===== src/rtl/char_to_keycode_best_match_top_macros.svh =====
// assertion macros for the char to key code best match block
// clocked on clk; CKBM_ASSERT is disabled while arst_n is low, CKBM_ASSERT_ALWAYS is not; NO_ASSERTIONS removes them
`ifndef CHAR_TO_KEYCODE_BEST_MATCH_TOP_MACROS_SVH
`define CHAR_TO_KEYCODE_BEST_MATCH_TOP_MACROS_SVH

`ifndef NO_ASSERTIONS
`define CKBM_ASSERT(lbl, prop, msg) \
	lbl: assert property (@(posedge clk) disable iff (!arst_n) prop) else $error(msg);
`define CKBM_ASSERT_ALWAYS(lbl, prop, msg) \
	lbl: assert property (@(posedge clk) prop) else $error(msg);
`else
`define CKBM_ASSERT(lbl, prop, msg)
`define CKBM_ASSERT_ALWAYS(lbl, prop, msg)
`endif

`endif


===== src/rtl/ckbm_ram.sv =====
// generic single write port, single read port ram with registered read
// no dependencies
`default_nettype none
module ckbm_ram #(
	parameter int WIDTH = 8,
	parameter int DEPTH = 16
) (
	input  wire logic                     clk,
	input  wire logic                     we,
	input  wire logic [$clog2(DEPTH)-1:0] waddr,
	input  wire logic [WIDTH-1:0]         wdata,
	input  wire logic                     re,
	input  wire logic [$clog2(DEPTH)-1:0] raddr,
	output logic      [WIDTH-1:0]         rdata
);
	logic [WIDTH-1:0] mem [DEPTH];

	always_ff @(posedge clk) begin
		if (we) mem[waddr] <= wdata;
		if (re) rdata <= mem[raddr];
	end
endmodule
`default_nettype wire


===== config.mk =====
export PLATFORM = sky130hd
export DESIGN_NAME = ckbm_ram
export DESIGN_NICKNAME = d
export VERILOG_FILES = /design/src/rtl/char_to_keycode_best_match_top_macros.svh /design/src/rtl/ckbm_ram.sv
export SDC_FILE = /design/constraint.sdc
export NUM_CORES = 1
export LEC_CHECK = 0
export BUFFER_PORTS_ARGS = -buffer_cell sky130_fd_sc_hd__buf_2
export CAP_MARGIN = 20
export CORE_MARGIN = 8
export CORE_UTILIZATION = 60
export CTS_CLUSTER_SIZE = 30
export DETAILED_ROUTE_END_ITERATION = 7
export PLACE_DENSITY = 0.75
export RECOVER_POWER = 100
export SYNTH_ARGS = -nofsm -noshare
export SYNTH_HDL_FRONTEND = slang
export SYNTH_SLANG_ARGS = --single-unit

===== constraint.sdc =====
create_clock -name clk -period 2.26 [get_ports clk]
set_clock_uncertainty 0.2 [all_clocks]
set_input_delay 0.226 -clock clk [delete_from_list [all_inputs] [get_ports clk]]
set_output_delay 0.226 -clock clk [all_outputs]
set_load 0.02 [all_outputs]

==> key figures <==
STA
  • Final Cycle Share: 74.3%
  • Worst-margin pin slew: 0.659 ns
  • Setup TNS: 0 ns
  • Rel. slew slack: 56.1%
  • Final Max Slew Viols: 0
  • RSZ-0062 raised after global routing: no
  • Minimum clock period: 1.68 ns
  • Fin. Hold Viols: 0
  • Endpoints failing setup: 0
  • Max Clock Freq: 596 MHz

Synth
  • Area fraction of the dominant cell type after synthesis: 78.1%
  • Syn Std Cell Area: 5230 um^2
  • Syn. warnings: 0
  • Mapped Cells: 229
  • Sequential area share after synthesis: 78.1%
  • Area leader, netlist: edfxtp_1
  • Number of synthesized flops with an enable pin: 136
  • Yosys cell types: 18
  • Syn Nets: 248
  • #FFs+latches synth: 136
  • Top-count cell post-synth: edfxtp_1
  • Main synth FF type: edfxtp_1
  • Syn_area_per_cell: 22.8 um^2
  • Post-synth ARST share: 0%
  • Commonest cells post-synth: edfxtp_1 (136), mux4_2 (18), a22oi_1 (16)
  • Area contributors post-synth: edfxtp_1 (78%), mux4_2 (7.8%), mux4_1 (7.0%)

Placed design
  • Detailed placer's ending HPWL: 5920 um
  • Gp weighted congestion: 0.759
  • Number of port buffers: 26
  • Dpl cells: 377

GRT
  • GR Overflow Total: 0
  • First-pass GRT wire length: 14300 um
  • Initial antenna violation count: 0
  • Total track usage: 17.0%
  • Largest net degree at the start of global routing: 17
  • Vias in the first global route: 2555

Finish
  • Antenna Cells: 0
  • Fill cells: 542
  • Nets: 316
  • Layout Cells excl Fill: 415
  • Layout cell share with drive strength beyond 1: 16.9%
  • Layout area overhead: 17.0%
  • Util after Layout: 71.2%

Floorplan
  • Io pins: 27
  • FP Rows: 34
  • Core area: 8590 um^2
  • Initial Utilization: 60.8%
  • Chip width: 109 um
  • Die area: 12000 um^2
  • Die H: 109 um

Setup path
  • Crit start category: flip-flop
  • Worst EP arrival: 1.72 ns
  • CP Cell Sequence: mux4_1, a22oi_1, nand2_1
  • Worst-path fanout max: 1
  • CP Data Required Time: 2.30 ns
  • Critical path's slowest cell: mux4_1
  • Critical path class: reg2reg
  • CP endpoint kind: flip-flop
  • CP peak stage delay: 0.51 ns
  • Worst R2R Setup Slack: 0.58 ns

Detailed routing
  • WL per Instance: 22.1 um
  • DRT Pass-1 Iters: 4
  • Routed wl met2: 4740 um
  • Initial DRC Count: 121
  • # DRC: 0
  • Metal1 wirelength: 3950 um
  • Met3 routed WL: 355 um
  • DRT Wirelength: 9170 um
  • Vias/cell: 5.87
  • Max Used Layer: met4
  • Routed Antenna Nets: 0
  • Vias: 2438

Pwr
  • Power per cell area: 905 nW/um^2
  • Max IR drop VDD: 0.525 mV
  • Leak: 2.00 nW

Clocking
  • Post-CTS sizing: 0
  • Postcts setup bufs: 0
  • CTS tree: built
  • Root buf cell: clkbuf_8
  • CTS buffer count: 17
  • Longest Clk Path Bufs: 2
  • Worst-Skew Late Latency: 0.49 ns
  • CTS clk-pin slew, worst paths: 0.05 ns
  • H-tree depth: 4
  • Clk sinks: 136

Min path
  • Hold WC Path Type: in2reg

Run status
  • Status: finished clean

Run
  • MaxCap Viol Count: 0
## where the power goes
group          internal (mW)  leakage (nW)  total [mW]  switching, mW
Sequential              2.85          1.24        2.86         0.0140
Combinational          0.114         0.514       0.271          0.157
Clock                   1.53         0.249        2.40          0.873
Total                   4.49          2.00        5.53           1.04
## metal layers
layer,global-route usage [%],vias to the layer above
met5,0,-
met4,7.14,0
met3,4.16,10
met2,27.6,56
met1,21.7,1259
li1,-,1113
## critical path: cells and delay by family, from the launching register on
| family | cells | cell delay (ns) |
|---|---|---|
| DFF | 1 | 0.37 |
| muxes | 1 | 0.51 |
| AOI/OAI and AO/OA | 1 | 0.27 |
| and+or+nand+nor | 1 | 0.08 |
## state kept, by name, summed over array words and instances, names as in the netlist
name   count
rdata      8
mem      128
## cell type report
cell class,count,area (um^2),area share (%)
flip-flops and latches,136,4080,66.8
clock buffers,22,433,7.08
repair buffers,59,327,5.34
clock inverters,7,80.1,1.31
well taps,108,135,2.21
multi-input cells,83,1060,17.3
## path summary, 6_finish.rpt
check | end | cells after the start | startpoint
max reg2reg | rdata[4] | 3 | mem[10][4]
min reg2reg | rdata[2] | 3 | mem[14][2]
min | rdata[1] | 4 | raddr[1]
max | rdata[4] | 3 | mem[10][4]
## layout by cell type (no fill, tap or decap)
cell type      Yosys  final
or3b_2             1      1
nand3_1            1      1
nor2b_1            1      1
edfxtp_1         136    136
clkinv_1           0      4
nor2_1            13     13
bufinv_16          0      2
nand2b_1           2      2
buf_4              1      7
mux4_1            14     14
buf_2              3      5
buf_12             0      1
dlygate4sd3_1      0      9
clkbuf_8           0      1
mux4_2            18     18
clkinv_2           0      1
and2b_1            1      1
and2_1             1      1
clkbuf_1           0     42
clkbuf_16          0     16
nor3_1             4      4
nand3b_1           2      2
a22oi_1           16     16
nand2_1            9      9
## logic make-up (layout without fill, tap and decap cells)
group | Yosys count | count (layout) | synth area share, %
AOI/OAI and AO/OA | 16 | 16 | 2.30
DFF | 136 | 136 | 78.1
buffers and inverters | 10 | 88 | 1.65
and+or+nand+nor | 35 | 35 | 3.14
muxes | 32 | 32 | 14.8
## per-stage QoR
step | setup WS (ns) | hold slack [ns] | power (mW) | instance area (um^2)
floorplan | 0.341 | 0.125 | 3.06 | 5230
global placement | 0.200 | 0.401 | 3.17 | 5600
detailed placement | 0.178 | 0.397 | 3.18 | 5600
CTS | 0.557 | 0.0623 | 5.58 | 6200
global route | 0.492 | 0.163 | 5.69 | 6120
finish | 0.581 | 0.134 | 5.53 | 6120
## repair_timing
| item | CTS | global route |
|---|---|---|
| hold buffers | 9 | 0 |
| endpoints found under the setup margin | 0 | 0 |
| endpoints found under the hold margin | 136 | 0 |
No activity file was read; power rests on OpenSTA's default activity.
