**src/rtl/char_to_keycode_best_match_top_macros.svh**
```systemverilog
// assertion macros for the char to key code best match block
// clocked on clk; CKBM_ASSERT is disabled while arst_n is low, CKBM_ASSERT_ALWAYS is not; NO_ASSERTIONS removes them
`ifndef CHAR_TO_KEYCODE_BEST_MATCH_TOP_MACROS_SVH
`define CHAR_TO_KEYCODE_BEST_MATCH_TOP_MACROS_SVH

`ifndef NO_ASSERTIONS
`define CKBM_ASSERT(lbl, prop, msg) \
	lbl: assert property (@(posedge clk) disable iff (!arst_n) prop) else $error(msg);
`define CKBM_ASSERT_ALWAYS(lbl, prop, msg) \
	lbl: assert property (@(posedge clk) prop) else $error(msg);
`else
`define CKBM_ASSERT(lbl, prop, msg)
`define CKBM_ASSERT_ALWAYS(lbl, prop, msg)
`endif

`endif

```
**src/rtl/ckbm_pkg.sv**
```systemverilog
// shared types, constants and the entry scoring function
// used by the interfaces, the controller and the top level
`default_nettype none
package ckbm_pkg;

	localparam int LAYOUTS = 4;
	localparam int ENTRIES = 256;
	localparam int LAY_W   = 2;
	localparam int IDX_W   = $clog2(ENTRIES);
	localparam int CNT_W   = $clog2(ENTRIES + 1);
	localparam int ADDR_W  = LAY_W + IDX_W;
	localparam int DEPTH   = LAYOUTS * ENTRIES;
	localparam int CP_W    = 21;
	localparam int KEY_W   = 8;
	localparam int WORD_W  = CP_W + KEY_W + 2;
	localparam int SCORE_W = 4;

	localparam logic [CP_W-1:0]  MAX_LOOKUP_CODE = CP_W'(21'h00FFFF);
	localparam logic [KEY_W-1:0] NUMPAD_LO = 8'h60;
	localparam logic [KEY_W-1:0] NUMPAD_HI = 8'h6F;
	localparam logic [KEY_W-1:0] OEM_LO    = 8'hBA;
	localparam logic [KEY_W-1:0] OEM_HI    = 8'hE2;

	typedef enum logic [1:0] {
		REQ_CLEAR  = 2'd0,
		REQ_APPEND = 2'd1,
		REQ_LOOKUP = 2'd2,
		REQ_NONE   = 2'd3
	} req_type_t;

	typedef enum logic [1:0] {
		ST_OK       = 2'd0,
		ST_NOTFOUND = 2'd1,
		ST_REJECT   = 2'd2,
		ST_RANGE    = 2'd3
	} status_t;

	typedef struct packed {
		logic              we;
		logic [ADDR_W-1:0] waddr;
		logic [WORD_W-1:0] wdata;
		logic              re;
		logic [ADDR_W-1:0] raddr;
	} mem_req_t;

	function automatic logic [SCORE_W-1:0] ckbm_score(input logic [KEY_W-1:0] key,
		input logic sh, input logic ag);
		logic [SCORE_W-1:0] s;
		s = SCORE_W'(2);
		if (!ag) s = s + SCORE_W'(4);
		if (!sh) s = s + SCORE_W'(2);
		if (key >= OEM_LO && key <= OEM_HI) s = s + SCORE_W'(1);
		if (key >= NUMPAD_LO && key <= NUMPAD_HI) s = s - SCORE_W'(2);
		return s;
	endfunction

endpackage
`default_nettype wire

```
**src/rtl/ckbm_req_if.sv**
```systemverilog
// request channel: valid/ready and the request payload
// depends on ckbm_pkg for field widths
`default_nettype none
interface ckbm_req_if
	import ckbm_pkg::*;
();
	logic             valid;
	logic             ready;
	logic [1:0]       req_type;
	logic [1:0]       layout;
	logic [CP_W-1:0]  codepoint;
	logic [KEY_W-1:0] entry_key_code;
	logic             entry_shift;
	logic             entry_altgr;

	modport source (output valid, req_type, layout, codepoint, entry_key_code,
		entry_shift, entry_altgr, input ready);
	modport sink (input valid, req_type, layout, codepoint, entry_key_code,
		entry_shift, entry_altgr, output ready);
endinterface
`default_nettype wire

```
**src/rtl/ckbm_rsp_if.sv**
```systemverilog
// response channel: valid/ready and the result payload
// depends on ckbm_pkg for field widths
`default_nettype none
interface ckbm_rsp_if
	import ckbm_pkg::*;
();
	logic             valid;
	logic             ready;
	logic [1:0]       status;
	logic [KEY_W-1:0] key_code;
	logic             shift_flag;
	logic             altgr_flag;

	modport source (output valid, status, key_code, shift_flag, altgr_flag,
		input ready);
	modport sink (input valid, status, key_code, shift_flag, altgr_flag,
		output ready);
endinterface
`default_nettype wire

```
**src/rtl/ckbm_ctrl.sv**
```systemverilog
// request sequencer: table counts, append writes, lookup scan and result register
// depends on ckbm_pkg, the channel interfaces and the assertion macros
`default_nettype none
`include "char_to_keycode_best_match_top_macros.svh"
module ckbm_ctrl
	import ckbm_pkg::*;
(
	input  wire logic        clk,
	input  wire logic        arst_n,
	ckbm_req_if.sink         req,
	ckbm_rsp_if.source       rsp,
	output mem_req_t         mem,
	input  wire logic [WORD_W-1:0] rdata
);
	typedef enum logic [1:0] {S_IDLE, S_SCAN, S_DRAIN, S_FINISH} state_t;

	state_t             state_q;
	logic [CNT_W-1:0]   cnt_q [LAYOUTS];
	logic [LAY_W-1:0]   lay_q;
	logic [CP_W-1:0]    cp_q;
	logic [CNT_W-1:0]   idx_q;
	logic [CNT_W-1:0]   last_q;
	logic               valid_s1;
	logic               seen_q;
	logic [SCORE_W-1:0] best_q;
	logic [KEY_W+1:0]   entry_q;
	status_t            res_q;
	logic               rsp_valid_q;
	status_t            rsp_status_q;
	logic [KEY_W-1:0]   rsp_key_q;
	logic               rsp_sh_q;
	logic               rsp_ag_q;

	logic               acc;
	logic               lay_ok;
	logic [CNT_W-1:0]   cnt_sel;
	logic               app_ok;
	logic [CP_W-1:0]    r_cp;
	logic [KEY_W-1:0]   r_key;
	logic               r_sh;
	logic               r_ag;
	logic [SCORE_W-1:0] r_score;
	logic               take;
	logic               load_rsp;

	assign req.ready = (state_q == S_IDLE);
	assign acc       = req.valid && req.ready;
	assign lay_ok    = (32'(req.layout) < LAYOUTS);
	assign cnt_sel   = cnt_q[req.layout];
	assign app_ok    = lay_ok && (req.codepoint != '0) && (req.entry_key_code != '0)
		&& (cnt_sel < CNT_W'(ENTRIES));

	assign mem.we    = acc && (req.req_type == REQ_APPEND) && app_ok;
	assign mem.waddr = {req.layout, cnt_sel[IDX_W-1:0]};
	assign mem.wdata = {req.entry_altgr, req.entry_shift, req.entry_key_code, req.codepoint};
	assign mem.re    = (state_q == S_SCAN);
	assign mem.raddr = {lay_q, idx_q[IDX_W-1:0]};

	assign r_cp    = rdata[CP_W-1:0];
	assign r_key   = rdata[CP_W+KEY_W-1:CP_W];
	assign r_sh    = rdata[CP_W+KEY_W];
	assign r_ag    = rdata[CP_W+KEY_W+1];
	assign r_score = ckbm_score(r_key, r_sh, r_ag);
	assign take    = valid_s1 && (r_cp == cp_q) && (!seen_q || r_score > best_q);

	assign load_rsp = (state_q == S_FINISH) && (!rsp_valid_q || rsp.ready);

	assign rsp.valid      = rsp_valid_q;
	assign rsp.status     = rsp_status_q;
	assign rsp.key_code   = rsp_key_q;
	assign rsp.shift_flag = rsp_sh_q;
	assign rsp.altgr_flag = rsp_ag_q;

	always_ff @(posedge clk or negedge arst_n) begin
		if (!arst_n) begin
			state_q      <= S_IDLE;
			for (int i = 0; i < LAYOUTS; i++) cnt_q[i] <= '0;
			lay_q        <= '0;
			cp_q         <= '0;
			idx_q        <= '0;
			last_q       <= '0;
			valid_s1     <= 1'b0;
			seen_q       <= 1'b0;
			best_q       <= '0;
			entry_q      <= '0;
			res_q        <= ST_OK;
			rsp_valid_q  <= 1'b0;
			rsp_status_q <= ST_OK;
			rsp_key_q    <= '0;
			rsp_sh_q     <= 1'b0;
			rsp_ag_q     <= 1'b0;
		end else begin
			if (load_rsp) rsp_valid_q <= 1'b1;
			else if (rsp.ready) rsp_valid_q <= 1'b0;
			valid_s1 <= (state_q == S_SCAN);
			if (take) begin
				seen_q  <= 1'b1;
				best_q  <= r_score;
				entry_q <= {r_ag, r_sh, r_key};
			end
			unique case (state_q)
				S_IDLE: begin
					if (acc) begin
						lay_q   <= req.layout;
						cp_q    <= req.codepoint;
						idx_q   <= '0;
						last_q  <= cnt_sel - CNT_W'(1);
						seen_q  <= 1'b0;
						best_q  <= '0;
						entry_q <= '0;
						state_q <= S_FINISH;
						res_q   <= ST_OK;
						unique case (req.req_type)
							REQ_CLEAR: begin
								if (lay_ok) cnt_q[req.layout] <= '0;
							end
							REQ_APPEND: begin
								if (app_ok) cnt_q[req.layout] <= cnt_sel + CNT_W'(1);
								else res_q <= ST_REJECT;
							end
							REQ_LOOKUP: begin
								priority if (req.codepoint > MAX_LOOKUP_CODE) res_q <= ST_RANGE;
								else if (!lay_ok || cnt_sel == '0) res_q <= ST_NOTFOUND;
								else state_q <= S_SCAN;
							end
							default: res_q <= ST_OK;
						endcase
					end
				end
				S_SCAN: begin
					idx_q <= idx_q + CNT_W'(1);
					if (idx_q == last_q) state_q <= S_DRAIN;
				end
				S_DRAIN: begin
					res_q   <= (seen_q || take) ? ST_OK : ST_NOTFOUND;
					state_q <= S_FINISH;
				end
				S_FINISH: begin
					if (load_rsp) begin
						rsp_status_q <= res_q;
						if (res_q == ST_OK) begin
							rsp_key_q <= entry_q[KEY_W-1:0];
							rsp_sh_q  <= entry_q[KEY_W];
							rsp_ag_q  <= entry_q[KEY_W+1];
						end else begin
							rsp_key_q <= '0;
							rsp_sh_q  <= 1'b0;
							rsp_ag_q  <= 1'b0;
						end
						state_q <= S_IDLE;
					end
				end
				default: state_q <= S_IDLE;
			endcase
		end
	end

	`CKBM_ASSERT(a_write_only_on_append, mem.we |-> (acc && req.req_type == REQ_APPEND), "memory write outside an accepted append")
	`CKBM_ASSERT(a_count_bound, cnt_q[lay_q] <= CNT_W'(ENTRIES), "entry count above table size")
	`CKBM_ASSERT(a_read_data_from_scan, valid_s1 |-> $past(state_q == S_SCAN), "read data without a scan read")
	`CKBM_ASSERT(a_miss_has_no_key, (rsp.valid && rsp.status != ST_OK) |-> (rsp.key_code == '0 && !rsp.shift_flag && !rsp.altgr_flag), "key fields set on a failed result")
	`CKBM_ASSERT_ALWAYS(a_reset_idle, !arst_n |-> (state_q == S_IDLE && !rsp_valid_q), "not idle in reset")
endmodule
`default_nettype wire

```
**src/flat_wrapper.sv**
```systemverilog
// flat-port wrapper written by rule: the top's interface ports become plain ports
module ckbm_ctrl_flat import ckbm_pkg::*;
  (clk, arst_n, mem, rdata, req_valid, req_req_type, req_layout, req_codepoint, req_entry_key_code, req_entry_shift, req_entry_altgr, req_ready, rsp_valid, rsp_status, rsp_key_code, rsp_shift_flag, rsp_altgr_flag, rsp_ready);
  ckbm_req_if req_i ();
  ckbm_rsp_if rsp_i ();
  input  wire logic clk;
  input  wire logic arst_n;
  output mem_req_t mem;
  input  wire logic [WORD_W-1:0] rdata;
  input wire logic [$bits(req_i.valid)-1:0] req_valid;
  input wire logic [$bits(req_i.req_type)-1:0] req_req_type;
  input wire logic [$bits(req_i.layout)-1:0] req_layout;
  input wire logic [$bits(req_i.codepoint)-1:0] req_codepoint;
  input wire logic [$bits(req_i.entry_key_code)-1:0] req_entry_key_code;
  input wire logic [$bits(req_i.entry_shift)-1:0] req_entry_shift;
  input wire logic [$bits(req_i.entry_altgr)-1:0] req_entry_altgr;
  output wire logic [$bits(req_i.ready)-1:0] req_ready;
  output wire logic [$bits(rsp_i.valid)-1:0] rsp_valid;
  output wire logic [$bits(rsp_i.status)-1:0] rsp_status;
  output wire logic [$bits(rsp_i.key_code)-1:0] rsp_key_code;
  output wire logic [$bits(rsp_i.shift_flag)-1:0] rsp_shift_flag;
  output wire logic [$bits(rsp_i.altgr_flag)-1:0] rsp_altgr_flag;
  input wire logic [$bits(rsp_i.ready)-1:0] rsp_ready;
  assign req_i.valid = req_valid;
  assign req_i.req_type = req_req_type;
  assign req_i.layout = req_layout;
  assign req_i.codepoint = req_codepoint;
  assign req_i.entry_key_code = req_entry_key_code;
  assign req_i.entry_shift = req_entry_shift;
  assign req_i.entry_altgr = req_entry_altgr;
  assign req_ready = req_i.ready;
  assign rsp_valid = rsp_i.valid;
  assign rsp_status = rsp_i.status;
  assign rsp_key_code = rsp_i.key_code;
  assign rsp_shift_flag = rsp_i.shift_flag;
  assign rsp_altgr_flag = rsp_i.altgr_flag;
  assign rsp_i.ready = rsp_ready;
  ckbm_ctrl u_core (.clk(clk), .arst_n(arst_n), .req(req_i), .rsp(rsp_i), .mem(mem), .rdata(rdata));
endmodule
```
**config.mk**
```make
export PLATFORM = sky130hd
export DESIGN_NAME = ckbm_ctrl_flat
export DESIGN_NICKNAME = d
export VERILOG_FILES = /design/src/rtl/ckbm_pkg.sv /design/src/rtl/ckbm_req_if.sv /design/src/rtl/ckbm_rsp_if.sv /design/src/rtl/ckbm_ctrl.sv /design/src/flat_wrapper.sv
export VERILOG_INCLUDE_DIRS = /design/src /design/src/rtl
export SDC_FILE = /design/constraint.sdc
export NUM_CORES = 1
export LEC_CHECK = 0
export ABC_AREA = 1
export ABC_CLOCK_PERIOD_IN_PS = 2100
export BUFFER_PORTS_ARGS = -buffer_cell sky130_fd_sc_hd__buf_4
export CAP_MARGIN = 20
export CORE_MARGIN = 4
export CORE_UTILIZATION = 40
export DETAILED_ROUTE_END_ITERATION = 12
export HOLD_SLACK_MARGIN = 0.03
export RECOVER_POWER = 100
export SETUP_SLACK_MARGIN = 0.4
export SYNTH_ARGS = -nofsm -noshare
export SYNTH_HDL_FRONTEND = slang
export SYNTH_SLANG_ARGS = --single-unit
```
**constraint.sdc**
```tcl
create_clock -name clk -period 2.1 [get_ports clk]
set_clock_uncertainty 0.15 [all_clocks]
set_input_delay 0.105 -clock clk [delete_from_list [all_inputs] [get_ports clk]]
set_output_delay 0.105 -clock clk [all_outputs]
set_load 0.05 [all_outputs]
```
==> reports/metrics.yaml, run 1 <==
timing:
  hold_viol: 0
  holdWs_ns: 0.05117
  tns_ns: 0
  min_period_over_period_pct: 91.32
  period_minus_slack_ns: 1.918
  max_slew_margin_pct: 33.01
  setup_viol: 0
  tightest_slew_ns: 1.005
  max_freq_ghz: 0.5215
  rsz0062_at_grt: "yes"
  maxSlewViolCount: 0
floorplanning:
  coreArea_sq_um: 15830
  start_util_pct: 40.60
  die-area_sq_um: 18160
  num_rows: 46
  chipHeight_um: 134.8
  fp.dieW_um: 134.8
  io_pins: 137
drt:
  viasPerCell: 4.902
  drt_iter0_drc: 326
  wl_per_cell_um: 15.48
  wl_um: 19810
  drc_errors: 0
  first_pass_iters: 5
  via_count: 6275
  ant_nets: 0
layout:
  multiInputGateArea_sq_um: 3577
  fin_nets: 1144
  syn_to_final_growth_pct: 40.07
  layout_common_cells: "250 x nand2_1, 109 x dfrtp_1, 108 x buf_4, 85 x nor2_1, 60 x clkbuf_1"
  fillers: 1526
  layout-drive-gt1-share_pct: 29.98
  layout_commonest_cell: "nand2_1"
  antenna_cells: 0
  register_area_sq_um: 2754
  instances_no_fill: 1280
clock_network:
  clk_latency_ns: 0.36
  cts_tree: "built"
  htree_levels: 3
  clock-sinks: 110
  cts_buffers: 9
  cts_root_buffer: "clkbuf_16"
  clkTransAtPathRegs_ns: 0.07
  cts_buffer_depth: 2
worst_setup_path:
  slowest_stage: "dfrtp_1"
  cp_data_arrival_time_ns: 2.02
  rrSetupSlack_ns: 0.18
  worstPathCellList: "nand2_1 > nand2_1 > nand2_1 > nand2_1 > nor2_1 > nand2_2 > clkbuf_1 > nand2_4 > nand2_8 > clkinv_16 > nand2_2 > nand2_1 > nand2_1"
  path_max_fanout: 8
  worstSetupEndpointType: "register"
  path_delay_family: "simple AND/OR/NAND/NOR gates"
  required_ns: 2.20
  critPathMostFrequentCell: "nand2_1"
  max_stage_delay_ns: 0.39
  critPathKind: "register to register"
  startpoint_type: "register"
  path_buf_inv: 2
power_and_ir_drop:
  power.density_nw_per_um2: 865.0
  p_leak_uw: 0.004347
  power_uw: 7786
  peakVddDrop_v: 0.0005056
global_routing:
  grt_pass1_vias: 5865
  grt_first_pass_wirelength_um: 30130
  grt_util_met3_pct: 4.210
  use_met2_pct: 35.58
  grt.overflow.total: 0
  grt_usage_pct: 20.92
  grt_max_degree: 51
  met1_usage_pct: 27.70
  grt_antenna_before_repair: 0
  globalRoute.busiestLayer: "met2"
synth:
  synth_edf_count: 0
  synth-async-reset-ratio_pct: 100.0
  yosys_warnings: 0
  synth_cells: 870
  ys_ff_latch: 110
  synth_nets: 955
  syn-mean-instance-area_sq_um: 7.386
  synth_cell_type_count: 35
  ys.flop_type: "dfrtp_1"
  syn_area_sq_um: 6426
  seq_area_frac_synth_pct: 42.83
placed_design:
  place_inst: 1191
  place_congestion: 0.8464
  dp_hpwl_um: 13250
  portBuffers: 132
run:
  drv_cap: 0
hold_path:
  worst_hold_path_type: "input port to register"
status:
  status: "finished clean"
## worst register-to-register path, stage by stage, from the launching register on
cell       delay (ns)
dfrtp_1          0.39
nand2_1          0.07
nand2_1          0.05
nand2_1          0.05
nand2_1          0.07
nor2_1           0.17
nand2_2          0.09
clkbuf_1         0.13
nand2_4          0.10
nand2_8          0.12
clkinv_16        0.13
nand2_2          0.14
nand2_1          0.09
nand2_1          0.05
## synth_stat cells, types with 2 or more instances
library cell    n  area (sq um)
buf_6           4         45.04
clkbuf_1       10         37.54
nand3_2         3         30.03
nor2_1         97         364.1
a31oi_1         5         31.28
inv_2          13         48.80
inv_1          62         232.7
nand3_1        42         210.2
buf_2           4         20.02
nor3b_1         3         22.52
nand4_1         7         43.79
nand2_4         2         22.52
o21ai_1        21         105.1
dfrtp_1       110          2753
o21ai_0        58         290.3
nor3_1          9         45.04
xor2_1         10         87.58
nand2_2        12         75.07
a21oi_1        13         65.06
nand2_1       284          1066
nor2_4          2         22.52
xnor2_1        11         96.34
nor2_2         16         100.1
buf_4          46         345.3
ha_1           15         187.7
or2_2           2         12.51
## registers in the layout, indices dropped and copies added, names as in the netlist, 4 cells and up
signal	count
u_core.cp_q	21
u_core.rsp.key_code	8
u_core.last_q	9
u_core.entry_q	10
u_core.cnt_q	36
u_core.best_q	4
u_core.idx_q	9
## layout make-up
cell class | instances | area share (%)
Clock inverter | 5 | 0.3614
Clock buffer | 11 | 2.697
Inverter | 77 | 3.614
Timing Repair Buffer | 239 | 19.99
Multi-Input combinational cell | 622 | 39.74
Sequential cell | 110 | 30.59
Tap cell | 216 | 3.003
## logic make-up after synthesis
group	after synthesis	synth area share [%]
buf+inv	142	11.55
fa+ha+maj	15	2.921
flops	110	42.83
compound gates	101	8.197
xor+xnor	21	2.862
simple gates	480	31.46
mux	1	0.1752
## layer usage
metal / share of wire [%] / wire length (um) / vias to the layer above
met5: 0 / 0 / -
met4: 2.1 / 417 / 0
met3: 4.5 / 882 / 31
met2: 50 / 9844 / 171
met1: 44 / 8663 / 2997
li1: - / - / 3076
## through the flow
step                      worst slack, ns  cell area [sq um]  utilization [%]
after floorplan                    0.1658               6596                -
after global placement            0.06749               7672            48.47
after detailed placement          0.04472               7672            48.47
after CTS                          0.2264               8642            54.60
after global routing              0.06781               9001            56.87
final                              0.1823               9001            56.87
## power breakdown
group	leakage (uW)	total [uW]	switching, uW	internal (uW)
combinational	0.00275	3310	2010	1300
clock	0.000140	1650	807	840
sequential	0.00146	2830	292	2540
## repair_timing
action,CTS,global route
endpoints found under the hold margin,87,0
resized for setup,46,161
pin swaps,22,78
cloned,2,6
setup buffers,13,17
hold buffers,35,0
setup endpoints to repair,78,85
## worst paths after layout
| kind | from | cells after the start | to |
|---|---|---|---|
| worst max-delay path | u_core.cnt_q[8] | 13 | u_core.cnt_q[23] |
| worst min-delay path | rdata[27] | 5 | u_core.best_q[0] |
| worst max register to register | u_core.cnt_q[8] | 13 | u_core.cnt_q[23] |
| worst min register to register | u_core.cnt_q[26] | 2 | u_core.cnt_q[26] |
| max in group asynchronous | arst_n | 3 | u_core.cnt_q[17] |
| min in group asynchronous | arst_n | 2 | u_core.rsp.altgr_flag |
(Power assumes the default switching activity.)
==> run 2, diff against run 1 <==
--- a/config.mk
+++ b/config.mk
@@ -8,12 +8,13 @@
 export LEC_CHECK = 0
 export ABC_AREA = 1
 export ABC_CLOCK_PERIOD_IN_PS = 2100
-export BUFFER_PORTS_ARGS = -buffer_cell sky130_fd_sc_hd__buf_4
 export CAP_MARGIN = 20
 export CORE_MARGIN = 4
 export CORE_UTILIZATION = 40
 export DETAILED_ROUTE_END_ITERATION = 12
+export DONT_BUFFER_PORTS = 1
 export HOLD_SLACK_MARGIN = 0.03
+export PLACE_DENSITY = 0.6
 export RECOVER_POWER = 100
 export SETUP_SLACK_MARGIN = 0.4
 export SYNTH_ARGS = -nofsm -noshare
==> reports/metrics.yaml, run 2 (synthesis gave the netlist of run 1 again) <==
status:
  status: "finished, violations left"
  violations: "negative hold slack"
timing:
  tightest_slew_ns: 0.7531  # -0.2518 ns
  rsz0062_at_grt: "yes"
  period_minus_slack_ns: 1.964  # +0.04605 ns
  setup_viol: 0  # unchanged
  min_period_over_period_pct: 93.51  # +2.2 points
  max_freq_ghz: 0.5092  # -2.3%
  max_slew_margin_pct: 49.79  # +17 points
  maxSlewViolCount: 0  # unchanged
  tns_ns: 0  # unchanged
  hold_viol: 110  # +110
  holdWs_ns: -0.7185  # -0.7697 ns
layout:
  largest_register_ffs: 36  # unchanged
  layout_commonest_cell: "nand2_1"
  top_regs: "u_core.cnt_q (36), u_core.cp_q (21), u_core.entry_q (10)"
  regMostFlops: "u_core.cnt_q"
  layout_common_cells: "267 x nand2_1, 110 x dfrtp_1, 80 x nor2_1, 56 x inv_1, 56 x o21ai_0"
  fin_nets: 1018  # -11%
  layout-drive-gt1-share_pct: 22.07  # -7.9 points
  fin_util_pct: 51.01  # -5.9 points
  instances_no_fill: 1154  # -9.8%
  syn_to_final_growth_pct: 25.64
  antenna_cells: 0  # unchanged
global_routing:
  grt.overflow.total: 0  # unchanged
  grt_max_degree: 111  # +120%
  grt_usage_pct: 19.92  # -1.0 points
  grt_antenna_before_repair: 0  # unchanged
  grt_first_pass_wirelength_um: 28810  # -4.4%
  grt_pass1_vias: 5550  # -5.4%
clock_network:
  clock-sinks: 110  # unchanged
  htree_levels: 3  # unchanged
  clk_latency_ns: 0.36  # about the same
  cts_buffer_depth: 2  # unchanged
  cts_root_buffer: "clkbuf_16"
  cts_tree: "built"
  cts_buffers: 9  # unchanged
  clkTransAtPathRegs_ns: 0.08  # about the same
floorplanning:
  start_util_pct: 40.60  # unchanged
  die-area_sq_um: 18160  # unchanged
  coreArea_sq_um: 15830  # unchanged
  chipHeight_um: 134.8  # unchanged
  io_pins: 137  # unchanged
  fp.dieW_um: 134.8  # unchanged
  num_rows: 46  # unchanged
worst_setup_path:
  reg2reg_from: "u_core.state_q[1]"
  startpoint_type: "register"
  rrSetupSlack_ns: 0.14  # -0.05 ns
  critPathKind: "register to register"
  cp_data_arrival_time_ns: 2.08  # +0.06 ns
  required_ns: 2.22  # +0.02 ns
  reg2reg_depth: 7  # -6
  worstSetupEndpointType: "register"
  r2r-end: "u_core.idx_q[2]"
  path_max_fanout: 11  # +3
power_and_ir_drop:
  p_sw_uw: 2888  # -7.1%
  p_clk_share_pct: 24.4  # +3.3 points
  peakVddDrop_v: 0.0005388  # +6.6%
  p_seq_share_pct: 40.1  # +3.8 points
  power.density_nw_per_um2: 924.3  # +6.9%
  switching_share_pct: 38.70  # -1.2 points
  p_leak_uw: 0.003913  # -10%
  comb_power_share_pct: 35.4  # -7.1 points
  intPower_uw: 4575  # -2.2%
placed_design:
  place_inst: 1059  # -11%
  portBuffers: 0  # -100%
  place_congestion: 0.8590  # +1.5%
  dp_hpwl_um: 11890  # -10%
drt:
  first_pass_iters: 5  # unchanged
  routed-wl-met2_um: 8673  # -12%
  ant_nets: 0  # unchanged
  met1_length_um: 8374  # -3.3%
  wl_met3_um: 977  # +11%
  drc_errors: 0  # unchanged
  via_count: 5679  # -9.5%
  drt_iter0_drc: 318  # -2.5%
  wl_per_cell_um: 15.95  # +3.1%
  highest_layer: "met4"
  viasPerCell: 4.921  # +0.38%
  wl_um: 18410  # -7.1%
run:
  drv_cap: 0  # unchanged
hold_path:
  worst_hold_path_type: "input port to async pin"
==> run 2: cell types whose count changed in the layout (fill, tap and decap cells not counted), sizes merged <==
cell / before / now
clkbuf: 79 / 34
buf: 135 / 47
nand2: 302 / 298
bufinv: 0 / 1
inv: 77 / 79
clkinvlp: 0 / 1
dlygate4sd3: 35 / 43
dlymetal6s4s: 0 / 1
clkinv: 5 / 3
==> run 2: routing by layer <==
layer  vias up  GRT usage, %
met5         -             0
met4         0         6.674
met3        30         3.875
met2       138         31.43
met1      2687         27.60
li1       2824             -
==> run 2: layout make-up <==
| cell class | instances | area [sq um] |
|---|---|---|
| Fill cell | 1541 | 7754 |
| Multi-Input combinational cell | 618 | 3395 |
| Sequential cell | 110 | 2753 |
| Timing Repair Buffer | 117 | 1057 |
| Inverter | 77 | 292.8 |
| Tap cell | 216 | 270.3 |
| Clock buffer | 9 | 225.2 |
| Clock inverter | 7 | 81.33 |
==> run 2: worst max-delay path, cell delays in order (launching register included) <==
cell      delay (ns)
dfrtp_1         0.35
inv_1           0.08
ha_4            0.20
nand2_8         0.12
clkbuf_1        0.16
clkbuf_1        0.41
nor2_2          0.15
nor3_1          0.24
==> run 2: worst max path at each step <==
stage / from / end / slack, ns / cells past startpoint
final: u_core.state_q[1] / u_core.idx_q[2] / 0.14 / 7
after detailed placement: rdata[24] / u_core.entry_q[9] / 0.17 / 14
after global placement: rdata[28] / u_core.entry_q[9] / 0.17 / 12
after global routing: u_core.cp_q[11] / u_core.entry_q[6] / 0.05 / 11
after CTS: u_core.cnt_q[26] / mem[52] / 0.17 / 9
after floorplan: u_core.state_q[0] / mem[52] / 0.17 / 7
==> run 2: power by group through the flow <==
stage          Clock [uW]  Sequential, uW  Combinational [uW]
4_1_cts              1860            2990                2470
5_1_grt              1940            3050                2950
6_report             1820            3000                2640
3_5_place_dp            0            3030                2160
2_1_floorplan           0            2960                1930
3_3_place_gp            0            3030                2120
==> run 2: repair_timing <==
action | CTS | global route
setup endpoints to repair | 65 | 87
endpoints found under the hold margin | 181 | 115
setup buffers | 16 | 14
cloned | 1 | 4
resized for setup | 62 | 86
hold buffers | 42 | 2
pin swaps | 26 | 35
==> run 2: stage by stage <==
stage | area (sq um) | setup WS, ns | power (uW)
after floorplan | 6596 | 0.1658 | 4883
after global placement | 6681 | 0.1727 | 5155
after detailed placement | 6681 | 0.1657 | 5188
after CTS | 7786 | 0.1669 | 7316
after global routing | 8074 | 0.04931 | 7933
final | 8074 | 0.1362 | 7463
==> run 3, diff against run 2 <==
--- a/config.mk
+++ b/config.mk
@@ -10,11 +10,11 @@
 export ABC_CLOCK_PERIOD_IN_PS = 2100
 export CAP_MARGIN = 20
 export CORE_MARGIN = 4
-export CORE_UTILIZATION = 40
+export CORE_UTILIZATION = 35
 export DETAILED_ROUTE_END_ITERATION = 12
 export DONT_BUFFER_PORTS = 1
 export HOLD_SLACK_MARGIN = 0.03
-export PLACE_DENSITY = 0.6
+export PLACE_DENSITY = 0.55
 export RECOVER_POWER = 100
 export SETUP_SLACK_MARGIN = 0.4
 export SYNTH_ARGS = -nofsm -noshare
==> reports/metrics.yaml, run 3 (synthesis gave the netlist of run 1 again) <==
status:
  status: "finished, violations left"
  violations: "negative hold slack"
timing:
  rsz0062_at_grt: "yes"
  max_freq_ghz: 0.5093  # about the same
  finalWorstSetupSlack_ns: 0.1366  # +0.0003900 ns
  maxSlewViolCount: 0  # unchanged
  tns_ns: 0  # unchanged
  hold_viol: 110  # unchanged
  tightest_slew_ns: 0.7921  # +0.03899 ns
  max_slew_margin_pct: 47.19  # -2.6 points
  holdWs_ns: -0.7140  # +0.004500 ns
  period_minus_slack_ns: 1.963  # -0.0003900 ns
  min_period_over_period_pct: 93.49  # about the same
  setup_viol: 0  # unchanged
clock_network:
  cts_buffer_depth: 2  # unchanged
  cts_buffers: 9  # unchanged
  clkTransAtPathRegs_ns: 0.08  # about the same
  clk_latency_ns: 0.36  # about the same
  htree_levels: 3  # unchanged
  clock-sinks: 110  # unchanged
  cts_root_buffer: "clkbuf_16"
  cts_tree: "built"
floorplanning:
  io_pins: 137  # unchanged
  num_rows: 49  # +6.5%
  coreArea_sq_um: 18020  # +14%
  fp.dieW_um: 143.5  # +6.5%
  start_util_pct: 35.65  # -4.9 points
  chipHeight_um: 143.5  # +6.5%
  die-area_sq_um: 20590  # +13%
drt:
  first_pass_iters: 6  # +1
  wl_um: 18450  # +0.20%
  ant_nets: 0  # unchanged
  wl_per_cell_um: 15.65  # -1.9%
  via_count: 5801  # +2.1%
  viasPerCell: 4.920  # about the same
  drc_errors: 0  # unchanged
  drt_iter0_drc: 379  # +19%
worst_setup_path:
  path_buf_inv: 6  # +3
  path_max_fanout: 5  # -6
  r2r-end: "u_core.state_q[1]"
  worstPathCellList: "inv_1 > ha_4 > buf_6 > buf_4 > buf_6 > buf_6 > clkbuf_4"
  path_delay_family: "buffers and inverters"
  timing.critical_path.from: "u_core.state_q[1]"
  rrSetupSlack_ns: 0.14  # about the same
  reg2reg_depth: 12  # +5
  cp_data_arrival_time_ns: 1.71  # -0.37 ns
  worstSetupEndpointType: "output port"
  max_stage_delay_ns: 0.38  # -0.03 ns
  reg2reg_from: "u_core.state_q[1]"
  slowest_stage: "dfrtp_1"
  startpoint_type: "register"
  cp-endpoint: "req_ready"
  cp_num_cells: 7  # unchanged
  critPathMostFrequentCell: "buf_6"
  critPathKind: "register to output port"
  required_ns: 1.85  # -0.37 ns
global_routing:
  use_met2_pct: 29.53  # -1.9 points
  grt_max_degree: 111  # unchanged
  met1_usage_pct: 23.66  # -3.9 points
  grt.overflow.total: 0  # unchanged
  grt_usage_pct: 17.74  # -2.2 points
  grt_antenna_before_repair: 0  # unchanged
  globalRoute.busiestLayer: "met2"
  grt_util_met3_pct: 3.328  # -0.55 points
  grt_pass1_vias: 5605  # +0.99%
  grt_first_pass_wirelength_um: 29080  # +0.96%
run:
  drv_cap: 0  # unchanged
layout:
  largest_register_ffs: 36  # unchanged
  top_regs: "u_core.cnt_q (36), u_core.cp_q (21), u_core.entry_q (10)"
  layout-drive-gt1-share_pct: 25.58  # +3.5 points
  layout_common_cells: "253 x nand2_1, 110 x dfrtp_1, 85 x nor2_1, 49 x inv_1"
  fin_nets: 1030  # +1.2%
  syn_to_final_growth_pct: 30.26
  antenna_cells: 0  # unchanged
  regMostFlops: "u_core.cnt_q"
  layout_commonest_cell: "nand2_1"
placed_design:
  dp_hpwl_um: 12110  # +1.9%
  place_congestion: 0.8165  # -4.9%
  pre_cts_ws_ns: 0.1365  # -0.02926 ns
  portBuffers: 0  # unchanged
power_and_ir_drop:
  peakVddDrop_v: 0.0005249  # -2.6%
  p_leak_uw: 0.004029  # +3.0%
  power.density_nw_per_um2: 905.2  # -2.1%
hold_path:
  worst_hold_path_type: "input port to async pin"
run 3: changes by cell type in the layout (fill, tap and decap cells not counted), moves of 6 or more:
cell,change
nand2_1,-14
buf_6,+13
o21ai_0,-11
o21ai_1,+9
nand2_4,+8
inv_1,-7
nor2_2,-7
nand2_2,+6
run 3: worst register-to-register path, delay by kind of cell, from the launching register on:
family | cells | cell delay [ns]
and+or+nand+nor | 5 | 0.55
DFF | 1 | 0.38
buffers and inverters | 6 | 0.58
adders and majority gates | 1 | 0.20
run 3: worst min path at each step:
| stage | slack [ns] | cells after the start | from | to |
|---|---|---|---|---|
| after floorplan | -0.34 | 0 | arst_n | u_core.best_q[0] |
| after global placement | -0.34 | 0 | arst_n | u_core.cp_q[1] |
| after detailed placement | -0.34 | 0 | arst_n | u_core.rsp.key_code[6] |
| after CTS | -0.73 | 0 | arst_n | u_core.cp_q[2] |
| after global routing | -0.73 | 0 | arst_n | u_core.cp_q[2] |
| final | -0.71 | 0 | arst_n | u_core.cp_q[1] |
run 3: layout make-up:
type	count	area, sq um
Clock buffer	10	239.0
Clock inverter	6	53.80
Fill cell	1773	9654
Inverter	77	306.5
Multi-Input combinational cell	620	3553
Sequential cell	110	2753
Tap cell	229	286.5
Timing Repair Buffer	127	1179
run 3: per-stage QoR:
stage          hold WS [ns]  total power [uW]  utilization (%)  cell area, sq um  instances
6_report            -0.7140              7577            46.44              8371       1179
4_1_cts             -0.7288              7415            44.14              7956       1154
5_1_grt             -0.7330              8087            46.44              8371       1179
2_1_floorplan       -0.3406              4883                -              6596        870
3_3_place_gp        -0.3372              5220            37.31              6725       1074
3_5_place_dp        -0.3366              5254            37.31              6725       1074
run 3: routing by layer:
metal / up-vias / share of wire [%]
met5: - / 0
met4: 0 / 1.6
met3: 26 / 4.6
met2: 121 / 49
met1: 2804 / 45
li1: 2850 / -
run 3: power breakdown:
part / internal, uW / switching, uW
combinational: 1250 / 1620
clock: 857 / 835
sequential: 2530 / 476
run 3: what timing repair did:
item | in CTS | in global routing
cloned | 4 | 2
buffers inserted | 17 | 21
resized for setup | 67 | 129
hold endpoints to repair | 190 | 121
hold buffers | 43 | 2
setup endpoints to repair | 78 | 81
pin swaps | 26 | 57
